## src/amsg_pkg.sv

```systemverilog
package amsg_pkg;

	localparam int ACCEL_W     = 16;
	localparam int THRESH_W    = 16;
	localparam int LIMIT_W     = 8;
	localparam int MAG_W       = 16;
	localparam int SQ_W        = 32;
	localparam int AVG_SUM_W   = 19;
	localparam int ROOT_STEPS  = 16;
	localparam int STEP_W      = 4;
	localparam int AVG_TAPS_DEF = 5;

	localparam int CFG_IDX_W  = 2;
	localparam int CFG_DATA_W = 16;

	localparam logic [CFG_IDX_W-1:0] REG_LOW_THRESH  = 2'd0;
	localparam logic [CFG_IDX_W-1:0] REG_HIGH_THRESH = 2'd1;
	localparam logic [CFG_IDX_W-1:0] REG_MID_THRESH  = 2'd2;
	localparam logic [CFG_IDX_W-1:0] REG_TIMEOUT     = 2'd3;

	localparam logic [THRESH_W-1:0] LOW_THRESH_RST  = 16'd900;
	localparam logic [THRESH_W-1:0] HIGH_THRESH_RST = 16'd1100;
	localparam logic [THRESH_W-1:0] MID_THRESH_RST  = 16'd1000;
	localparam logic [LIMIT_W-1:0]  TIMEOUT_RST     = 8'd50;

	localparam logic [LIMIT_W-1:0]  COUNT_MAX = '1;
	localparam logic [SQ_W-1:0]     ROOT_BIT_INIT = 32'h4000_0000;

endpackage

```

## src/amsg_if.sv

```systemverilog
interface amsg_in_if;
	import amsg_pkg::*;

	logic                      valid;
	logic                      ready;
	logic signed [ACCEL_W-1:0] accel_x;
	logic signed [ACCEL_W-1:0] accel_y;
	logic signed [ACCEL_W-1:0] accel_z;

	modport source (output valid, output accel_x, output accel_y, output accel_z, input ready);
	modport sink (input valid, input accel_x, input accel_y, input accel_z, output ready);
endinterface

interface amsg_out_if;
	import amsg_pkg::*;

	logic                 valid;
	logic                 ready;
	logic                 motion_done;
	logic                 timed_out;
	logic                 recorded;
	logic [AVG_SUM_W-1:0] average_sum;

	modport source (output valid, output motion_done, output timed_out, output recorded,
		output average_sum, input ready);
	modport sink (input valid, input motion_done, input timed_out, input recorded,
		input average_sum, output ready);
endinterface

```

## src/accel_motion_segmenter_top.sv

```systemverilog
// Channel     Dir  Beat contents
// sample_in   in   accel_x, accel_y, accel_z (signed 16 bit)
// result_out  out  motion_done, timed_out, recorded, average_sum (19 bit)
// cfg_*       in   cfg_wr_en, cfg_index, cfg_wdata (one register per write)
//
// After accept, a sample passes through the multiply-accumulate steps for the squared
// length, the shared restoring square root steps (the history sum accumulates
// alongside), and a decision state.
// sample_in.ready is high only while the sequencer is idle; the result sits in an
// output register, so the next sample may enter while it waits to be taken.
// A stalled result holds the sequencer in its decision cycle.
// arst_n clears thresholds to their defaults and empties the history.
module accel_motion_segmenter_top #(
	parameter int AVERAGE_TAPS = amsg_pkg::AVG_TAPS_DEF
) (
	input  logic                                 clk,
	input  logic                                 arst_n,
	amsg_in_if.sink                              sample_in,
	amsg_out_if.source                           result_out,
	input  logic                                 cfg_wr_en,
	input  logic [amsg_pkg::CFG_IDX_W-1:0]       cfg_index,
	input  logic [amsg_pkg::CFG_DATA_W-1:0]      cfg_wdata
);
	import amsg_pkg::*;

	localparam int HIST_DEPTH = AVERAGE_TAPS + 1;
	localparam int HIDX_W     = $clog2(HIST_DEPTH);
	localparam int WARM_W     = $clog2(HIST_DEPTH + 1);
	localparam int SUM_W      = MAG_W + $clog2(AVERAGE_TAPS + 1);
	localparam int EXT_W      = (SUM_W > AVG_SUM_W) ? SUM_W : AVG_SUM_W;

	typedef enum logic [4:0] {
		S_IDLE   = 5'b00001,
		S_SQ     = 5'b00010,
		S_ROOT   = 5'b00100,
		S_DECIDE = 5'b01000,
		S_SPARE  = 5'b10000
	} state_t;

	state_t state_q;

	logic [THRESH_W-1:0] low_q, high_q, mid_q;
	logic [LIMIT_W-1:0]  limit_q;

	logic [ACCEL_W-1:0]  ax_q, ay_q, az_q;
	logic [STEP_W-1:0]   step_q;
	logic [SQ_W-1:0]     acc_q;
	logic [SQ_W-1:0]     root_q;
	logic [SQ_W-1:0]     bit_q;
	logic [HIDX_W-1:0]   tap_q;
	logic [SUM_W-1:0]    sum_q;

	logic [MAG_W-1:0]    hist_q [HIST_DEPTH];
	logic [WARM_W-1:0]   warm_q;
	logic                start_q, middle_q, seek_low_q;
	logic [LIMIT_W-1:0]  count_q;

	logic                 out_valid_q, out_done_q, out_tout_q, out_rec_q;
	logic [AVG_SUM_W-1:0] out_sum_q;

	// shared arithmetic
	logic [ACCEL_W-1:0]  mul_op;
	logic [SQ_W-1:0]     prod;
	logic [SQ_W-1:0]     trial;
	logic                fits;
	logic [HIDX_W-1:0]   tap_idx;

	logic                accept, out_free, decide_go;

	always_comb begin
		case (step_q[1:0])
			2'd0:    mul_op = ax_q;
			2'd1:    mul_op = ay_q;
			default: mul_op = az_q;
		endcase
		prod    = SQ_W'(mul_op) * SQ_W'(mul_op);
		trial   = root_q + bit_q;
		fits    = (acc_q >= trial);
		tap_idx = tap_q + HIDX_W'(1);
	end

	assign accept    = sample_in.valid && sample_in.ready;
	assign out_free  = !out_valid_q || result_out.ready;
	assign decide_go = (state_q == S_DECIDE) && out_free;
	assign sample_in.ready = (state_q == S_IDLE);

	function automatic logic [ACCEL_W-1:0] abs_val(input logic signed [ACCEL_W-1:0] v);
		abs_val = v[ACCEL_W-1] ? ACCEL_W'(-v) : ACCEL_W'(v);
	endfunction

	// decision for each new sample, made on the history sum without its magnitude
	logic [SUM_W-1:0] lo_x, hi_x, mid_x;
	logic             warm_done;
	logic             n_start, n_middle, n_seek_low, r_done, r_tout, r_rec;
	logic [LIMIT_W-1:0] n_count;
	logic [EXT_W-1:0] sum_ext;

	always_comb begin
		lo_x       = SUM_W'(low_q) * SUM_W'(AVERAGE_TAPS);
		hi_x       = SUM_W'(high_q) * SUM_W'(AVERAGE_TAPS);
		mid_x      = SUM_W'(mid_q) * SUM_W'(AVERAGE_TAPS);
		warm_done  = (warm_q == WARM_W'(HIST_DEPTH));
		n_start    = start_q;
		n_middle   = middle_q;
		n_seek_low = seek_low_q;
		n_count    = count_q;
		r_done     = 1'b0;
		r_tout     = 1'b0;
		r_rec      = 1'b0;
		sum_ext    = EXT_W'(sum_q);
		if (count_q > limit_q) begin
			n_start  = 1'b0;
			n_middle = 1'b0;
			r_done   = 1'b1;
			r_tout   = 1'b1;
		end else if (!start_q) begin
			if (sum_q <= lo_x) begin
				n_start    = 1'b1;
				n_seek_low = 1'b0;
				r_rec      = 1'b1;
			end else if (sum_q >= hi_x) begin
				n_start    = 1'b1;
				n_seek_low = 1'b1;
				r_rec      = 1'b1;
			end
		end else if (!middle_q) begin
			r_rec = 1'b1;
			if (seek_low_q ? (sum_q <= mid_x) : (sum_q >= mid_x))
				n_middle = 1'b1;
		end else begin
			r_rec = 1'b1;
			if (seek_low_q ? (sum_q >= mid_x) : (sum_q <= mid_x)) begin
				n_start  = 1'b0;
				n_middle = 1'b0;
				r_done   = 1'b1;
			end
		end
		if (r_done)
			n_count = '0;
		else if (r_rec && count_q != COUNT_MAX)
			n_count = count_q + LIMIT_W'(1);
	end

	always_ff @(posedge clk or negedge arst_n) begin
		if (!arst_n) begin
			low_q   <= LOW_THRESH_RST;
			high_q  <= HIGH_THRESH_RST;
			mid_q   <= MID_THRESH_RST;
			limit_q <= TIMEOUT_RST;
		end else if (cfg_wr_en) begin
			unique case (cfg_index)
				REG_LOW_THRESH:  low_q   <= cfg_wdata;
				REG_HIGH_THRESH: high_q  <= cfg_wdata;
				REG_MID_THRESH:  mid_q   <= cfg_wdata;
				REG_TIMEOUT:     limit_q <= cfg_wdata[LIMIT_W-1:0];
				default: ;
			endcase
		end
	end

	always_ff @(posedge clk or negedge arst_n) begin
		if (!arst_n) begin
			state_q     <= S_IDLE;
			step_q      <= '0;
			warm_q      <= '0;
			start_q     <= 1'b0;
			middle_q    <= 1'b0;
			seek_low_q  <= 1'b0;
			count_q     <= '0;
			out_valid_q <= 1'b0;
			for (int i = 0; i < HIST_DEPTH; i++)
				hist_q[i] <= '0;
		end else begin
			if (decide_go)
				out_valid_q <= 1'b1;
			else if (result_out.valid && result_out.ready)
				out_valid_q <= 1'b0;
			unique case (state_q)
				S_IDLE: begin
					if (accept) begin
						step_q  <= '0;
						state_q <= S_SQ;
					end
				end
				S_SQ: begin
					if (step_q == STEP_W'(2)) begin
						step_q  <= '0;
						state_q <= S_ROOT;
					end else begin
						step_q <= step_q + STEP_W'(1);
					end
				end
				S_ROOT: begin
					step_q <= step_q + STEP_W'(1);
					if (step_q == STEP_W'(ROOT_STEPS - 1))
						state_q <= S_DECIDE;
				end
				S_DECIDE: begin
					if (out_free) begin
						// push the new magnitude, oldest drops off
						for (int i = 0; i < HIST_DEPTH - 1; i++)
							hist_q[i] <= hist_q[i + 1];
						hist_q[HIST_DEPTH-1] <= root_q[MAG_W-1:0];
						if (!warm_done) begin
							warm_q <= warm_q + WARM_W'(1);
						end else begin
							start_q    <= n_start;
							middle_q   <= n_middle;
							seek_low_q <= n_seek_low;
							count_q    <= n_count;
						end
						state_q <= S_IDLE;
					end
				end
				default: state_q <= S_IDLE;
			endcase
		end
	end

	// datapath: squares, root iterations, history sum, result register
	always_ff @(posedge clk) begin
		if (accept) begin
			ax_q  <= abs_val(sample_in.accel_x);
			ay_q  <= abs_val(sample_in.accel_y);
			az_q  <= abs_val(sample_in.accel_z);
			acc_q <= '0;
		end
		if (state_q == S_SQ) begin
			acc_q  <= acc_q + prod;
			root_q <= '0;
			bit_q  <= ROOT_BIT_INIT;
			tap_q  <= '0;
			sum_q  <= '0;
		end
		if (state_q == S_ROOT) begin
			if (fits) begin
				acc_q  <= acc_q - trial;
				root_q <= (root_q >> 1) + bit_q;
			end else begin
				root_q <= root_q >> 1;
			end
			bit_q <= bit_q >> 2;
			// oldest taps after the push are entries 1..AVERAGE_TAPS now
			if (tap_q != HIDX_W'(AVERAGE_TAPS)) begin
				sum_q <= sum_q + SUM_W'(hist_q[tap_idx]);
				tap_q <= tap_idx;
			end
		end
		if (decide_go) begin
			if (!warm_done) begin
				out_done_q <= 1'b0;
				out_tout_q <= 1'b0;
				out_rec_q  <= 1'b0;
				out_sum_q  <= '0;
			end else begin
				out_done_q <= r_done;
				out_tout_q <= r_tout;
				out_rec_q  <= r_rec;
				out_sum_q  <= sum_ext[AVG_SUM_W-1:0];
			end
		end
	end

	assign result_out.valid       = out_valid_q;
	assign result_out.motion_done = out_done_q;
	assign result_out.timed_out   = out_tout_q;
	assign result_out.recorded    = out_rec_q;
	assign result_out.average_sum = out_sum_q;

	a_accept_starts: assert property (@(posedge clk) disable iff (!arst_n)
		accept |=> state_q == S_SQ)
		else $error("accepted sample did not start the sequencer");

	a_middle_needs_start: assert property (@(posedge clk) disable iff (!arst_n)
		middle_q |-> start_q)
		else $error("middle found without a start");

	a_timeout_form: assert property (@(posedge clk) disable iff (!arst_n)
		(out_valid_q && out_tout_q) |-> (out_done_q && !out_rec_q))
		else $error("timeout result malformed");

	a_warmup_quiet: assert property (@(posedge clk) disable iff (!arst_n)
		(decide_go && !warm_done) |=> (!out_done_q && !out_rec_q && out_sum_q == '0))
		else $error("result during history fill not zero");

	a_decide_loads: assert property (@(posedge clk) disable iff (!arst_n)
		decide_go |=> (out_valid_q && state_q == S_IDLE))
		else $error("decision did not load the output register");

endmodule

```

## src/flat_wrapper.sv

```systemverilog
// flat-port wrapper written by rule: the top's interface ports become plain ports
module accel_motion_segmenter_top_flat import amsg_pkg::*;
#(
	parameter int AVERAGE_TAPS = amsg_pkg::AVG_TAPS_DEF
)
  (clk, arst_n, cfg_wr_en, cfg_index, cfg_wdata, sample_in_valid, sample_in_accel_x, sample_in_accel_y, sample_in_accel_z, sample_in_ready, result_out_valid, result_out_motion_done, result_out_timed_out, result_out_recorded, result_out_average_sum, result_out_ready);
  amsg_in_if sample_in_i ();
  amsg_out_if result_out_i ();
  input  logic clk;
  input  logic arst_n;
  input  logic cfg_wr_en;
  input  logic [amsg_pkg::CFG_IDX_W-1:0] cfg_index;
  input  logic [amsg_pkg::CFG_DATA_W-1:0] cfg_wdata;
  input wire logic [$bits(sample_in_i.valid)-1:0] sample_in_valid;
  input wire logic [$bits(sample_in_i.accel_x)-1:0] sample_in_accel_x;
  input wire logic [$bits(sample_in_i.accel_y)-1:0] sample_in_accel_y;
  input wire logic [$bits(sample_in_i.accel_z)-1:0] sample_in_accel_z;
  output wire logic [$bits(sample_in_i.ready)-1:0] sample_in_ready;
  output wire logic [$bits(result_out_i.valid)-1:0] result_out_valid;
  output wire logic [$bits(result_out_i.motion_done)-1:0] result_out_motion_done;
  output wire logic [$bits(result_out_i.timed_out)-1:0] result_out_timed_out;
  output wire logic [$bits(result_out_i.recorded)-1:0] result_out_recorded;
  output wire logic [$bits(result_out_i.average_sum)-1:0] result_out_average_sum;
  input wire logic [$bits(result_out_i.ready)-1:0] result_out_ready;
  assign sample_in_i.valid = sample_in_valid;
  assign sample_in_i.accel_x = sample_in_accel_x;
  assign sample_in_i.accel_y = sample_in_accel_y;
  assign sample_in_i.accel_z = sample_in_accel_z;
  assign sample_in_ready = sample_in_i.ready;
  assign result_out_valid = result_out_i.valid;
  assign result_out_motion_done = result_out_i.motion_done;
  assign result_out_timed_out = result_out_i.timed_out;
  assign result_out_recorded = result_out_i.recorded;
  assign result_out_average_sum = result_out_i.average_sum;
  assign result_out_i.ready = result_out_ready;
  accel_motion_segmenter_top #(.AVERAGE_TAPS(AVERAGE_TAPS)) u_core (.clk(clk), .arst_n(arst_n), .sample_in(sample_in_i), .result_out(result_out_i), .cfg_wr_en(cfg_wr_en), .cfg_index(cfg_index), .cfg_wdata(cfg_wdata));
endmodule
```

## config.mk

```make
export PLATFORM = sky130hd
export DESIGN_NAME = accel_motion_segmenter_top_flat
export DESIGN_NICKNAME = d
export VERILOG_FILES = /design/src/amsg_pkg.sv /design/src/amsg_if.sv /design/src/accel_motion_segmenter_top.sv /design/src/flat_wrapper.sv
export SDC_FILE = /design/constraint.sdc
export NUM_CORES = 2
export LEC_CHECK = 0
export ABC_AREA = 1
export BUFFER_PORTS_ARGS = -buffer_cell sky130_fd_sc_hd__buf_2
export CAP_MARGIN = 20
export CORE_MARGIN = 2
export CORE_UTILIZATION = 60
export DETAILED_ROUTE_END_ITERATION = 10
export PLACE_DENSITY = 0.77
export SYNTH_ARGS = -nofsm -noshare
export SYNTH_HDL_FRONTEND = slang
export SYNTH_SLANG_ARGS = --single-unit
```

## constraint.sdc

```tcl
create_clock -name clk -period 8.8 [get_ports clk]
set_input_delay 0.88 -clock clk [delete_from_list [all_inputs] [get_ports clk]]
set_output_delay 0.88 -clock clk [all_outputs]
set_load 0.01 [all_outputs]
```

Yosys cells after proc, flatten, opt, wreduce, memory -nomap -nowiden
Cells that the tools add are included.

word-level totals
  input port bits = 71
  word-level logic and storage cells = 159
  bits in registers = 348

cells by class
  mux-type cells = 55
  add/subtract/negate cells = 12
  reductions and logical operators = 26
  $mul = 4
  bitwise gates (word level) = 4
  order comparisons = 7
  equal/unequal tests = 17

operator list
  kind                   count
  $mux 32                7
  $mux 29                2
  $mul 16x3->19 const B  3
  $mux 19                3
  $bmux 16 s3            1
  $neg 16->16            3
  $mux 15                3
  $ge 19x19->1           2
  $le 19x19->1           2
  $add 31x31->32         1
  $add 32x31->32         1
  $add 32x32->32         1
  $ge 32x32->1           1
  $mul 16x16->32         1
  $mux 16                2
  $pmux 16 s2            1
  $sub 32x32->32         1
  $mux 1                 23
  $mux 5                 4
  $pmux 5 s4             1
  $add 19x16->19         1
  $mux 8                 2
  $pmux 4 s3             1
  $reduce_and 2->1       6
  31 further kinds       52

Depth between registers and ports, before layout
  depth after elaboration = 9
  mapped depth = 35
  mapped depth without buffers = 33

Least setup slack after synthesis
No wires, ideal clock.

  path kind = reg-to-reg
  start point = reg u_core.step_q[0]
  end point = reg u_core.acc_q[19]
  arrival = 6.347 ns
  stages on the path, launching flop included = 32
  required time = 8.688 ns
  slack = 2.341 ns
  setup time = 0.112 ns
  path buffers = 3
  period minus slack after synthesis = 6.459 ns
  path through = dfrtp_1 -> inv_1 -> ha_1 -> buf_2 -> nor2_1 -> buf_2 -> a22oi_1 -> nand2_1 -> buf_2 -> nand2_1 -> fa_1 -> fa_1 -> fa_1 -> inv_1 -> fa_1 -> fa_1 -> inv_1 -> fa_1 -> inv_1 -> ha_1 -> nand2_1 -> nor2_1 -> and3_1 -> nand2_1 -> nand3_1 -> nand2_1 -> nand2_1 -> or2_2 -> nand3_1 -> nand2_1 -> nand2_1 -> nand2_1

between the ends
  cells in the longest elaborated chain, start to end = 7

ends and longest elaborated chain
  element                                        RTL line                           text
  from (decl)                                    accel_motion_segmenter_top.sv:46   logic [STEP_W-1:0] step_q;
  from (signal assigned)                         accel_motion_segmenter_top.sv:190  step_q <= step_q + STEP_W'(1);
  from (signal assigned)                         accel_motion_segmenter_top.sv:194  step_q <= step_q + STEP_W'(1);
  $eq 2x1->1 or $logic_not 2->1 (tied branches)  accel_motion_segmenter_top.sv:71   case (step_q[1:0])
  $pmux 16 s2 *                                  accel_motion_segmenter_top.sv:71
  $mul 16x16->32 *                               accel_motion_segmenter_top.sv:76   prod = SQ_W'(mul_op) * SQ_W'(mul_op);
  $add 32x32->32 *                               accel_motion_segmenter_top.sv:229  acc_q <= acc_q + prod;
  $mux 32 *                                      accel_motion_segmenter_top.sv:228  if (state_q == S_SQ) begin
  $mux 32                                        accel_motion_segmenter_top.sv:236  if (fits) begin
  $mux 32 *                                      accel_motion_segmenter_top.sv:235  if (state_q == S_ROOT) begin
  to (signal assigned)                           accel_motion_segmenter_top.sv:229
  to (signal assigned)                           accel_motion_segmenter_top.sv:237  acc_q <= acc_q - trial;
  to (decl)                                      accel_motion_segmenter_top.sv:47   logic [SQ_W-1:0] acc_q;

Mark *: on every way between the ends. The rest lies on a longest branch, timed or not.
A chain may end at the register's enable or synchronous reset.

Final worst setup path
  start point = reg u_core.step_q[0]
  end point = reg u_core.acc_q[24]

The elaborated chain is that of the path after synthesis.

==> results list <==
- Ports: 95
- Via count: 28600
- The finished layout holds 5211 standard cells, fillers aside.
* Detailed-route vias per instance: 5.49
- Counting every sink on the clock net gives 347.
* Top post-synthesis cells by area: ha_1, fa_1, dfrtp_1, nand2_1, edfxtp_1
- The worst setup path is captured at a flop.
* Mean instance size in the synthesized netlist: 7.51 µm²
- Yosys top cell by area: ha_1
- The min-delay analysis places its worst path in the category input port to async pin.
- The H-tree was split into 2 levels.
* Number of synthesized flops with an enable pin: 117
- Path depth of the worst reg2reg path: 27
- In the final routed layout, each cell accounts on average for 16.1 µm.
- Antenna Nets Post-Route: 0
* Number of nets produced by synthesis: 5031
- At the end of the flow, the number of nets in the layout was 5083.
* Least-Margin Pin Slew: 1.02 ns
* Timing startpoint of the critical path: u_core.step_q[0]
- The first routing iteration left 2318 violations.
- Leaving out fill and tap cells, the most frequent cell in the layout is nand2_1.
- Master cell of the clock root buffer: clkbuf_16
- Setup violations, final: 0
- Clock transition at path regs: 0.06 ns
* Wire length of the first global-routing pass: 139000 µm
- Share of final-layout standard cells stronger than drive strength 1: 5.15%
- Setup repair after global routing left no endpoint under its margin.
- The synthesized design contains 347 register bits.
- Data required time at the worst endpoint: 9.30 ns
- Measured along the x axis, the die boundary spans 239 µm.
- Final Skew: 0.0383 ns
* R2R setup slack: 1.04 ns
* Num rows: 86
- Leading cell types in the layout, fill and taps excluded: nand2_1, inv_1, o21ai_0, nor2_1, ha_1
- The core region is 54900 µm².
- Clock period minus final worst setup slack: 7.76 ns
* Share of flip-flops with an asynchronous set or reset: 50.4%
* Die area: 57200 µm²
- Startpoint Class: flop
* Post-CTS resize count: 0
* Max-slew violation count: 0
- In the finished design, the share of the clock period the worst path needs comes to 88.1%.
- Layout-stage area growth over the synthesis result: 7.57%
- Peak Freq: 129 MHz
- The run finished with clean final reports.
- Crit path capture: u_core.acc_q[24]
- Before antenna repair, the detailed router went through 6 iterations.
- The count of buffers added on input and output ports is 94.
- In the routed design, unresolved DRC markers number 0.
- Total length of routed wires: 84000 µm
- Counting buffers and inverters, the worst setup path is 27 cells deep.
- Total inserted antenna cells: 0
- Overall fraction of global-route tracks in use: 30.3%
* Gp weighted congestion: 0.940
* Arrival time reported for the critical path endpoint: 8.26 ns
* Netlist area before placement: 33200 µm²
- Critical path's top delay family: adder cells
- Number of placed instances, taps included: 5133
- Buffer count from post-CTS setup fixing: 0
- Die Height: 239 µm
- In this run the biggest area consumer among cell types represents 12.9% of the synthesized area.
- Clock tree from TritonCTS: yes
- Post-synthesis sequential area ratio: 27.1%
- CTS Buf Count: 42
- Antenna violations before repair: 1
* Pin count of the biggest net entering global routing: 82
- Count of hold buffers inserted by post-cts repair: 0
* Clk buf depth: 3
- The final hold violation count came to 0.
- In this run the critical register-to-register path is launched from u_core.step_q[0].
- Yosys mapped the design onto 58 distinct sky130hd cell types.
- The wire-length estimate of the detail-placed layout is 65600 µm.
- The clock reaches the later pin of the worst-skew pair after 0.61 ns.
- Summed negative setup slack over all endpoints: 0 ns
- Reg2reg end: u_core.acc_q[24]
- Count of yosys warnings during synthesis: 0
- Crit-path max cell delay: 0.80 ns
- Among all flip-flop cells after synthesis, the most frequent one is dfrtp_1.
- Together, buffers and inverters on the worst path number 6.
* Critical setup path kind: flop to flop
- On the critical path, the stage with the largest delay is an instance of nor2_1.
* Crit Path Max Fanout: 17
- Starting density of the core: 60.5%
- Synthesis handed over a netlist of 4421 instances.
- Global routing finished with a remaining overflow of 0.
- Number of global-route vias before repair: 27300
* Relative slew slack: 32.0%
* Max-cap viol count: 0
- Minimum hold slack: 0.241 ns
-- how the worst min path moves through the flow --
stage                                  from                 to  slack, ns  cells past startpoint
final                                arst_n  u_core.hist_q[85]       0.24                      1
after global routing                 arst_n  u_core.hist_q[35]       0.28                      1
after detailed placement  u_core.hist_q[90]  u_core.hist_q[90]       0.47                      2
after floorplan            u_core.warm_q[2]   u_core.warm_q[2]       0.45                      1
after CTS                            arst_n  u_core.hist_q[85]       0.25                      1
after global placement     u_core.warm_q[2]   u_core.warm_q[2]       0.46                      1
-- state kept, by name, summed over array words and instances (netlist names), 19 cells and up --
signal                         count
u_core.hist_q                     96
u_core.acc_q                      32
u_core.root_q                     32
u_core.result_out.average_sum     19
u_core.sum_ext                    19
-- routing by layer --
| layer | vias to the layer above | global-route usage (%) | part of all wire [%] |
|---|---|---|---|
| met4 | 2 | 6.59 | 2.0 |
| li1 | 14200 | - | - |
| met3 | 102 | 5.79 | 8.3 |
| met2 | 970 | 47.3 | 44 |
| met1 | 13300 | 43.8 | 46 |
| met5 | - | 0 | 0.0095 |
-- cell families after synthesis --
kind of cell             share of synthesized area, %
XOR/XNOR                                         4.67
buffers and inverters                            10.9
adder cells (fa/ha/maj)                          24.8
AO/OA/AOI/OAI                                    12.0
multiplexers                                   0.0339
AND/OR/NAND/NOR                                  20.5
flip-flops                                       27.1
-- Yosys cell counts (9+ instances only) --
cell	count
o21bai_1	21
ha_1	342
nand4_1	35
nor2_1	351
dfrtp_1	157
buf_2	20
clkbuf_1	71
dfxtp_1	55
o21ai_1	23
nand3_1	187
o21a_1	9
nand2_1	1007
a21o_1	12
a31oi_1	9
xor2_1	100
inv_1	830
xnor2_1	77
edfxtp_1	117
dfstp_2	18
nand3b_1	9
a21oi_1	264
nor3_1	37
nor4_1	10
o22ai_1	14
o21ai_0	372
fa_1	197
-- cell type report --
type / instances / area, µm²
Fill cell: 4731 / 19200
Clock inverter: 22 / 243
Tap cell: 704 / 881
Timing Repair Buffer: 110 / 609
Multi-Input combinational cell: 3133 / 20600
Sequential cell: 347 / 9020
Clock buffer: 56 / 1230
Inverter: 839 / 3150
-- through the flow --
step                      util, %  area [µm²]  setup slack, ns
after floorplan                 -       33200             2.34
after global placement       62.4       34200             1.17
after detailed placement     62.4       34300             1.17
after CTS                    65.1       35700             1.14
after global routing         65.1       35700            0.359
final                        65.1       35700             1.04
Power is not shown: default switching activity piles up to over one toggle a cycle in this logic, so the estimate is an artifact.
